==> src/rtl/core/ssgd_pkg.sv <==
// Shared constants, pattern tables and code names for the sensor sequence
// gesture detector. Used by the top level and its assertion checker.
// No dependencies.
`default_nettype none

package ssgd_pkg;

    // Number of sensors kept in the history and edge tracking
    localparam int SENSORS_DEF   = 4;
    localparam int SENSORS_MIN   = 4;
    localparam int SENSORS_MAX   = 8;

    // Field widths
    localparam int FUNC_W        = 1;
    localparam int INDEX_W       = 2;
    localparam int ECHO_W        = 15;
    localparam int CODE_W        = 3;
    localparam int ENTRY_W       = 3;
    localparam int THRESH_W      = 10;
    localparam int COUNT_W       = 16;
    localparam int LIMIT_W       = THRESH_W + 6;
    localparam int CFG_INDEX_W   = 2;
    localparam int CFG_DATA_W    = 16;
    localparam int S_TDATA_W     = 24;
    localparam int S_TUSER_W     = 1;
    localparam int M_TDATA_W     = 8;

    // Echo scaling and range
    localparam int US_PER_CM     = 58;
    localparam logic [ECHO_W-1:0] ECHO_LIMIT_US = ECHO_W'(30000);

    // Configuration register indexes
    localparam logic [CFG_INDEX_W-1:0] CFG_THRESHOLD = 2'd0;
    localparam logic [CFG_INDEX_W-1:0] CFG_TIMEOUT   = 2'd1;
    localparam logic [CFG_INDEX_W-1:0] CFG_COOLDOWN  = 2'd2;

    // Reset values of the configuration registers
    localparam logic [THRESH_W-1:0] THRESHOLD_RST = THRESH_W'(200);
    localparam logic [COUNT_W-1:0]  TIMEOUT_RST   = COUNT_W'(2000);
    localparam logic [COUNT_W-1:0]  COOLDOWN_RST  = COUNT_W'(500);

    // Input kind carried in tuser
    localparam logic FUNC_READING = 1'b0;
    localparam logic FUNC_TICK    = 1'b1;

    // Event codes: patterns map to their own position, then the timeout
    localparam logic [CODE_W-1:0] EV_STOP     = 3'd0;
    localparam logic [CODE_W-1:0] EV_PLAY     = 3'd1;
    localparam logic [CODE_W-1:0] EV_PREVIOUS = 3'd2;
    localparam logic [CODE_W-1:0] EV_NEXT     = 3'd3;
    localparam logic [CODE_W-1:0] EV_VOL_UP   = 3'd4;
    localparam logic [CODE_W-1:0] EV_VOL_DOWN = 3'd5;
    localparam logic [CODE_W-1:0] EV_TIMEOUT  = 3'd6;

    // Gesture patterns, newest entry last, aligned to the newest end
    localparam int PATTERN_COUNT = 6;
    localparam int PATTERN_SPAN  = 4;

    localparam logic [ENTRY_W-1:0] PAT_SEQ [PATTERN_COUNT][PATTERN_SPAN] = '{
        '{3'd0, 3'd0, 3'd1, 3'd3},
        '{3'd0, 3'd0, 3'd3, 3'd1},
        '{3'd0, 3'd0, 3'd2, 3'd4},
        '{3'd0, 3'd0, 3'd4, 3'd2},
        '{3'd1, 3'd2, 3'd3, 3'd4},
        '{3'd1, 3'd4, 3'd3, 3'd2}
    };

    localparam int PAT_LEN [PATTERN_COUNT] = '{2, 2, 2, 2, 4, 4};

endpackage

`default_nettype wire

==> src/rtl/core/sensor_sequence_gesture_detector_unit.sv <==
// Top level of the sensor sequence gesture detector: input register, edge
// detect, history shift, pattern match and a registered result.
// Depends on ssgd_pkg.
`default_nettype none

// Channel   Dir  Handshake          Payload
// s_*       in   s_tvalid/s_tready  tuser: func; tdata: sensor_index, echo_us
// m_*       out  m_tvalid/m_tready  tdata: event_code
// cfg_*     in   cfg_valid/cfg_ready cfg_index, cfg_data
//
// One item a cycle sustained unless a result waits with m_tready low. An item
// is registered, then one combinational pass updates history, edge flags and
// counters and loads the result register.
// s_tready drops only while a result waits and m_tready is low.
// rst_n clears the history, edge flags, counters and valids, and loads the config regs with their reset values.
// cfg_ready is always high; writes to indexes beyond the list are ignored.

module sensor_sequence_gesture_detector_unit #(
    parameter int SENSORS = ssgd_pkg::SENSORS_DEF
) (
    input  wire logic                             clk,
    input  wire logic                             rst_n,
    // slave stream
    input  wire logic                             s_tvalid,
    output logic                                  s_tready,
    input  wire logic [ssgd_pkg::S_TDATA_W-1:0]   s_tdata,   // [1:0] sensor_index, [16:2] echo_us
    input  wire logic [ssgd_pkg::S_TUSER_W-1:0]   s_tuser,   // [0] func
    // master stream
    output logic                                  m_tvalid,
    input  wire logic                             m_tready,
    output logic [ssgd_pkg::M_TDATA_W-1:0]        m_tdata,   // [2:0] event_code
    // configuration writes
    input  wire logic                             cfg_valid,
    output logic                                  cfg_ready,
    input  wire logic [ssgd_pkg::CFG_INDEX_W-1:0] cfg_index,
    input  wire logic [ssgd_pkg::CFG_DATA_W-1:0]  cfg_data
);

    import ssgd_pkg::*;

    localparam int SIDX_W = $clog2(SENSORS);

    // Configuration registers
    logic [THRESH_W-1:0] threshold_reg;
    logic [COUNT_W-1:0]  timeout_reg;
    logic [COUNT_W-1:0]  cooldown_reg;

    // Input register
    logic                s1_valid_reg;
    logic                s1_func_reg;
    logic [INDEX_W-1:0]  s1_index_reg;
    logic [ECHO_W-1:0]   s1_echo_reg;

    // Detector state
    logic [ENTRY_W-1:0]  hist_reg [SENSORS];
    logic [ENTRY_W-1:0]  hist_next [SENSORS];
    logic [SENSORS-1:0]  in_range_reg;
    logic [SENSORS-1:0]  in_range_next;
    logic [COUNT_W-1:0]  since_trig_reg;
    logic [COUNT_W-1:0]  since_trig_next;
    logic [COUNT_W-1:0]  since_cmd_reg;
    logic [COUNT_W-1:0]  since_cmd_next;

    // Result register
    logic                out_valid_reg;
    logic                out_valid_next;
    logic [CODE_W-1:0]   out_code_reg;
    logic [CODE_W-1:0]   out_code_next;

    // Pass control
    logic                out_free;
    logic                advance;
    logic                s_accept;

    // Combinational pass
    logic [LIMIT_W-1:0]  echo_limit;
    logic                near;
    logic                cooling;
    logic                fire;
    logic [SIDX_W-1:0]   sidx;
    logic [ENTRY_W-1:0]  hist_shift [SENSORS];
    logic                hit;
    logic [CODE_W-1:0]   hit_code;
    logic [COUNT_W-1:0]  trig_inc;
    logic [COUNT_W-1:0]  cmd_inc;
    logic                timed_out;

    assign cfg_ready = 1'b1;
    assign out_free  = !out_valid_reg || m_tready;
    assign advance   = s1_valid_reg && out_free;
    assign s_tready  = !s1_valid_reg || advance;
    assign s_accept  = s_tvalid && s_tready;
    assign m_tvalid  = out_valid_reg;
    assign m_tdata   = M_TDATA_W'(out_code_reg);

    // Write configuration registers
    always_ff @(posedge clk or negedge rst_n)
    begin
        if (!rst_n)
        begin
            threshold_reg <= THRESHOLD_RST;
            timeout_reg   <= TIMEOUT_RST;
            cooldown_reg  <= COOLDOWN_RST;
        end
        else if (cfg_valid)
        begin
            if (cfg_index == CFG_THRESHOLD)
            begin
                threshold_reg <= cfg_data[THRESH_W-1:0];
            end
            if (cfg_index == CFG_TIMEOUT)
            begin
                timeout_reg <= cfg_data;
            end
            if (cfg_index == CFG_COOLDOWN)
            begin
                cooldown_reg <= cfg_data;
            end
        end
    end

    // Capture the input item
    always_ff @(posedge clk or negedge rst_n)
    begin
        if (!rst_n)
        begin
            s1_valid_reg <= 1'b0;
        end
        else if (s_tready)
        begin
            s1_valid_reg <= s_tvalid;
        end
    end

    always_ff @(posedge clk)
    begin
        if (s_accept)
        begin
            s1_func_reg  <= s_tuser[0];
            s1_index_reg <= s_tdata[INDEX_W-1:0];
            s1_echo_reg  <= s_tdata[INDEX_W+ECHO_W-1:INDEX_W];
        end
    end

    // Range test: floor(echo/58) < threshold is echo < threshold*58
    assign echo_limit = LIMIT_W'(threshold_reg) * LIMIT_W'(US_PER_CM);
    assign near       = (s1_echo_reg != '0) && (s1_echo_reg <= ECHO_LIMIT_US)
                        && (LIMIT_W'(s1_echo_reg) < echo_limit);
    assign cooling    = since_cmd_reg < cooldown_reg;
    assign sidx       = SIDX_W'(s1_index_reg);
    assign fire       = near && !in_range_reg[sidx] && !cooling;

    // Saturating counter increments for a tick
    assign trig_inc  = (since_trig_reg == '1) ? since_trig_reg : since_trig_reg + 1'b1;
    assign cmd_inc   = (since_cmd_reg == '1) ? since_cmd_reg : since_cmd_reg + 1'b1;
    assign timed_out = (hist_reg[SENSORS-1] != '0) && (trig_inc >= timeout_reg);

    // Shift the new sensor number into the newest slot
    always_comb
    begin
        for (int i = 0; i < SENSORS - 1; i++)
        begin
            hist_shift[i] = hist_reg[i+1];
        end
        hist_shift[SENSORS-1] = ENTRY_W'(s1_index_reg) + ENTRY_W'(1);
    end

    // Match the patterns; the lowest numbered match wins
    always_comb
    begin
        logic ok;
        hit      = 1'b0;
        hit_code = EV_STOP;
        for (int g = PATTERN_COUNT - 1; g >= 0; g--)
        begin
            ok = 1'b1;
            for (int i = 0; i < PATTERN_SPAN; i++)
            begin
                if (i >= PATTERN_SPAN - PAT_LEN[g])
                begin
                    ok = ok && (hist_shift[SENSORS-PATTERN_SPAN+i] == PAT_SEQ[g][i]);
                end
            end
            if (ok)
            begin
                hit      = 1'b1;
                hit_code = CODE_W'(g);
            end
        end
    end

    // Next state for one item
    always_comb
    begin
        hist_next       = hist_reg;
        in_range_next   = in_range_reg;
        since_trig_next = since_trig_reg;
        since_cmd_next  = since_cmd_reg;
        out_valid_next  = out_valid_reg && !m_tready;
        out_code_next   = out_code_reg;
        if (advance)
        begin
            if (s1_func_reg == FUNC_TICK)
            begin
                since_trig_next = trig_inc;
                since_cmd_next  = cmd_inc;
                if (timed_out)
                begin
                    for (int i = 0; i < SENSORS; i++)
                    begin
                        hist_next[i] = '0;
                    end
                    out_valid_next = 1'b1;
                    out_code_next  = EV_TIMEOUT;
                end
            end
            else
            begin
                in_range_next[sidx] = near;
                if (fire)
                begin
                    since_trig_next = '0;
                    if (hit)
                    begin
                        for (int i = 0; i < SENSORS; i++)
                        begin
                            hist_next[i] = '0;
                        end
                        since_cmd_next = '0;
                        out_valid_next = 1'b1;
                        out_code_next  = hit_code;
                    end
                    else
                    begin
                        hist_next = hist_shift;
                    end
                end
            end
        end
    end

    // Hold detector state and the result valid
    always_ff @(posedge clk or negedge rst_n)
    begin
        if (!rst_n)
        begin
            for (int i = 0; i < SENSORS; i++)
            begin
                hist_reg[i] <= '0;
            end
            in_range_reg   <= '0;
            since_trig_reg <= '0;
            since_cmd_reg  <= '0;
            out_valid_reg  <= 1'b0;
        end
        else
        begin
            hist_reg       <= hist_next;
            in_range_reg   <= in_range_next;
            since_trig_reg <= since_trig_next;
            since_cmd_reg  <= since_cmd_next;
            out_valid_reg  <= out_valid_next;
        end
    end

    // Result payload
    always_ff @(posedge clk)
    begin
        out_code_reg <= out_code_next;
    end

endmodule

`default_nettype wire

==> config.mk <==
export PLATFORM = sky130hd
export DESIGN_NAME = sensor_sequence_gesture_detector_unit
export DESIGN_NICKNAME = d
export VERILOG_FILES = /design/src/rtl/core/ssgd_pkg.sv /design/src/rtl/core/sensor_sequence_gesture_detector_unit.sv
export SDC_FILE = /design/constraint.sdc
export NUM_CORES = 1
export LEC_CHECK = 0
export ABC_AREA = 0
export BUFFER_PORTS_ARGS = -buffer_cell sky130_fd_sc_hd__buf_4
export CORE_UTILIZATION = 35
export DETAILED_ROUTE_END_ITERATION = 8
export PLACE_DENSITY_LB_ADDON = 0.08
export SLEW_MARGIN = 20
export SYNTH_ARGS = -nofsm -noshare
export SYNTH_HDL_FRONTEND = slang
export SYNTH_SLANG_ARGS = --single-unit
==> constraint.sdc <==
create_clock -name clk -period 13.5 [get_ports clk]
set_input_delay 3.375 -clock clk [delete_from_list [all_inputs] [get_ports clk]]
set_output_delay 3.375 -clock clk [all_outputs]
set_load 0.1 [all_outputs]
==> flow_metrics.env <==
export IMPL_cts_max_level=3
export IMPL_firstDrtPassIters=6
export IMPL_seq_area_frac_synth_pct=37.76
export IMPL_cts_resized=0
export IMPL_p_int_mw=1.032
export IMPL_design_area_um2=8499
export IMPL_outcome="completed"
export IMPL_yosys_area_top_type="dfrtp_1"
export IMPL_finalNetCount=952
export IMPL_finalClockSkew_ns=0.01221
export IMPL_cp_max_fo=3
export IMPL_port_buffers=45
export IMPL_max_slew_margin_rel_pct=31.27
export IMPL_cp_num_buf_inv=2
export IMPL_clk_latency_ns=0.36
export IMPL_synth_ff_type="dfrtp_1"
export IMPL_wl_per_cell_um=16.54
export IMPL_crit_top_cell="buf_4"
export IMPL_area_delta_synth_final_pct=11.58
export IMPL_insertedDiodeCount=0
export IMPL_avgSynthCellArea_um2=9.803
export IMPL_drt_iter0_drc=350
export IMPL_overflow=0
export IMPL_fp_coreArea_um2=21150
export IMPL_worstSetupPathType="input port to output pin"
export IMPL_crit_family="buffers and inverters"
export IMPL_synth_area_um2=7617
export IMPL_peakVddDrop_v=0.00009751
export IMPL_clk_pin_slew_ns=0.07
export IMPL_rows=53
export IMPL_grt_pass1_wl_um=29630
export IMPL_vias=5851
export IMPL_worstSetupStartpoint="m_tready"
export IMPL_finalSetupTns_ns=0
export IMPL_instances_no_fill=1089
export IMPL_yosys_warnings=0
export IMPL_vias_per_cell=5.373
export IMPL_drc=0
export IMPL_yosysMostFrequentCell="nand2_1"
export IMPL_p_sw_uw=884.7
export IMPL_finalCritPeriodShare_pct=54.10
export IMPL_synth_commonest_cells="nand2_1 (87), inv_1 (81), ha_1 (80)"
export IMPL_critPathArrivalTime_ns=3.93
export IMPL_drive_gt1_share_pct=15.97
export IMPL_crit_slowest_cell="buf_4"
export IMPL_dp_cells=1073
export IMPL_cts_sinks=110
export IMPL_setup_viol=0
export IMPL_yosysUniqueCellTypes=70
export IMPL_grt_pass1_vias=5798
export IMPL_start_util_pct=36.01
export IMPL_worstSetupEndpoint="s_tready"
export IMPL_cp_end_kind="output pin"
export IMPL_finalHoldViolations=0
export IMPL_wirelength_um=18020
export IMPL_synth_area_top_cells="dfrtp_1 (24%), ha_1 (13%), edfxtp_1 (8.3%)"
export IMPL_required_ns=10.12
export IMPL_place_congestion=0.8214
export IMPL_cp_depth=3
export IMPL_grt_use_total_pct=17.00
export IMPL_cts_buffers=9
export IMPL_antenna_found_initial=0
export IMPL_hpwl_um=13210
export IMPL_ant_nets=0
export IMPL_tightest_slew_ns=1.028
export IMPL_fp_dieW_um=149.5
export IMPL_r2r_start="threshold_reg[3]"
export IMPL_grt_use_met1_pct=22.20
export IMPL_grt_max_degree=58
export IMPL_period_needed_ns=7.303
export IMPL_rsz0062_at_grt="false"
export IMPL_synth_edf_count=21
export IMPL_reg2reg_slack_ns=7.27
export IMPL_cts_root_buf="clkbuf_16"
export IMPL_dieArea_um2=22360
export IMPL_swShare_pct=46.15
export IMPL_r2r_end="hist_reg[6]"
export IMPL_die_y_um=149.5
export IMPL_power_frac_clock_pct=14.2
export IMPL_max_cap_viol_count=0
export IMPL_synth_async_reset_ratio_pct=80.91
export IMPL_ys_ff_latch=110
export IMPL_clk_path_buf_depth=2
export IMPL_post_cts_buffers=0
export IMPL_leakage_nw=3.788
export IMPL_grtUsageMet2_pct=27.64
export IMPL_pwr_share_comb_pct=57.2
export IMPL_synth_cells=777
export IMPL_post_dp_cell_area_um2=8209
export IMPL_cts_tree="done"
export IMPL_maxSlewViolCount=0
export IMPL_worst_setup_path_start_kind="input port"
export IMPL_gr_max_usage_layer="met2"
export IMPL_use_met3_pct=2.927
export IMPL_max_freq_mhz=136.9
export IMPL_io_pins=59
export IMPL_crit_chain="buf_4, nand3b_1, buf_4"
export IMPL_rr_worst_depth=20
export IMPL_synth_top_area_share_pct=24.31
export IMPL_slowest_delay_ns=0.26
export IMPL_cts_hold_buf=0
export IMPL_hp_class="register to register"
export IMPL_power_frac_seq_pct=28.6
export IMPL_power_density_nw_per_um2=225.6
export IMPL_fin_util_pct=40.18
==> kinds of logic (layout without fill, tap and decap cells) <==
family	Yosys count	in the layout	share of synthesized area (%)
XOR/XNOR	19	19	2.185
AO/OA/AOI/OAI	165	165	15.21
adder cells (fa/ha/maj)	95	95	17.08
multiplexers	44	44	6.554
flip-flops	110	110	37.76
AND/OR/NAND/NOR	226	226	15.01
other	2	6	0.09859
buffers and inverters	116	149	6.094
==> worst min-delay path by stage <==
stage | to | from | slack [ns] | cells after the start
4_1_cts | in_range_reg[2] | in_range_reg[2] | 0.51 | 1
2_1_floorplan | in_range_reg[2] | in_range_reg[2] | 0.47 | 1
3_3_place_gp | in_range_reg[2] | in_range_reg[2] | 0.49 | 1
3_5_place_dp | in_range_reg[2] | in_range_reg[2] | 0.49 | 1
5_1_grt | timeout_reg[1] | timeout_reg[1] | 0.53 | 1
6_report | in_range_reg[2] | in_range_reg[2] | 0.50 | 1
==> placed cells by master (no fill, tap or decap), types with 16 or more instances in the layout <==
| cell | netlist | routed |
|---|---|---|
| nand2_1 | 87 | 87 |
| nor4_1 | 16 | 16 |
| buf_4 | 6 | 50 |
| inv_1 | 81 | 81 |
| edfxtp_1 | 21 | 21 |
| o21ai_0 | 33 | 33 |
| nand3_1 | 20 | 20 |
| nor3_1 | 17 | 16 |
| a21oi_1 | 35 | 35 |
| mux2_2 | 37 | 37 |
| nor2_1 | 30 | 30 |
| ha_1 | 80 | 80 |
| dfrtp_1 | 74 | 74 |
==> final cells by class <==
class	count	area (µm²)
Sequential cell	110	2877
Fill cell	2054	12650
Tap cell	275	344.1
Timing Repair Buffer	50	375.4
Clock inverter	5	57.56
Inverter	83	311.5
Clock buffer	11	232.7
Multi-Input combinational cell	555	4302
==> power groups by stage <==
stage	Combinational (mW)	Clock (mW)	Sequential (mW)
after global routing	1.25	0.293	0.567
after floorplan	0.837	0	0.532
final	1.10	0.273	0.548
after global placement	1.06	0	0.549
after CTS	1.11	0.282	0.548
after detailed placement	1.10	0	0.553
==> per-layer routing <==
| layer | part of all wire [%] | wire length, µm | vias to the layer above |
|---|---|---|---|
| met1 | 47 | 8444 | 2821 |
| met2 | 47 | 8442 | 128 |
| met5 | 0 | 0 | - |
| li1 | - | - | 2868 |
| met3 | 3.2 | 580 | 34 |
| met4 | 3.0 | 549 | 0 |
==> metrics by stage <==
step           hold slack, ns  worst slack [ns]  total power [mW]
5_1_grt                0.5253             6.160             2.113
6_report               0.5037             6.197             1.917
3_5_place_dp           0.4879             6.201             1.653
4_1_cts                0.5057             6.194             1.937
3_3_place_gp           0.4855             6.209             1.605
2_1_floorplan          0.4738             5.928             1.369
Note: power is estimated with default switching activity, not from simulation.
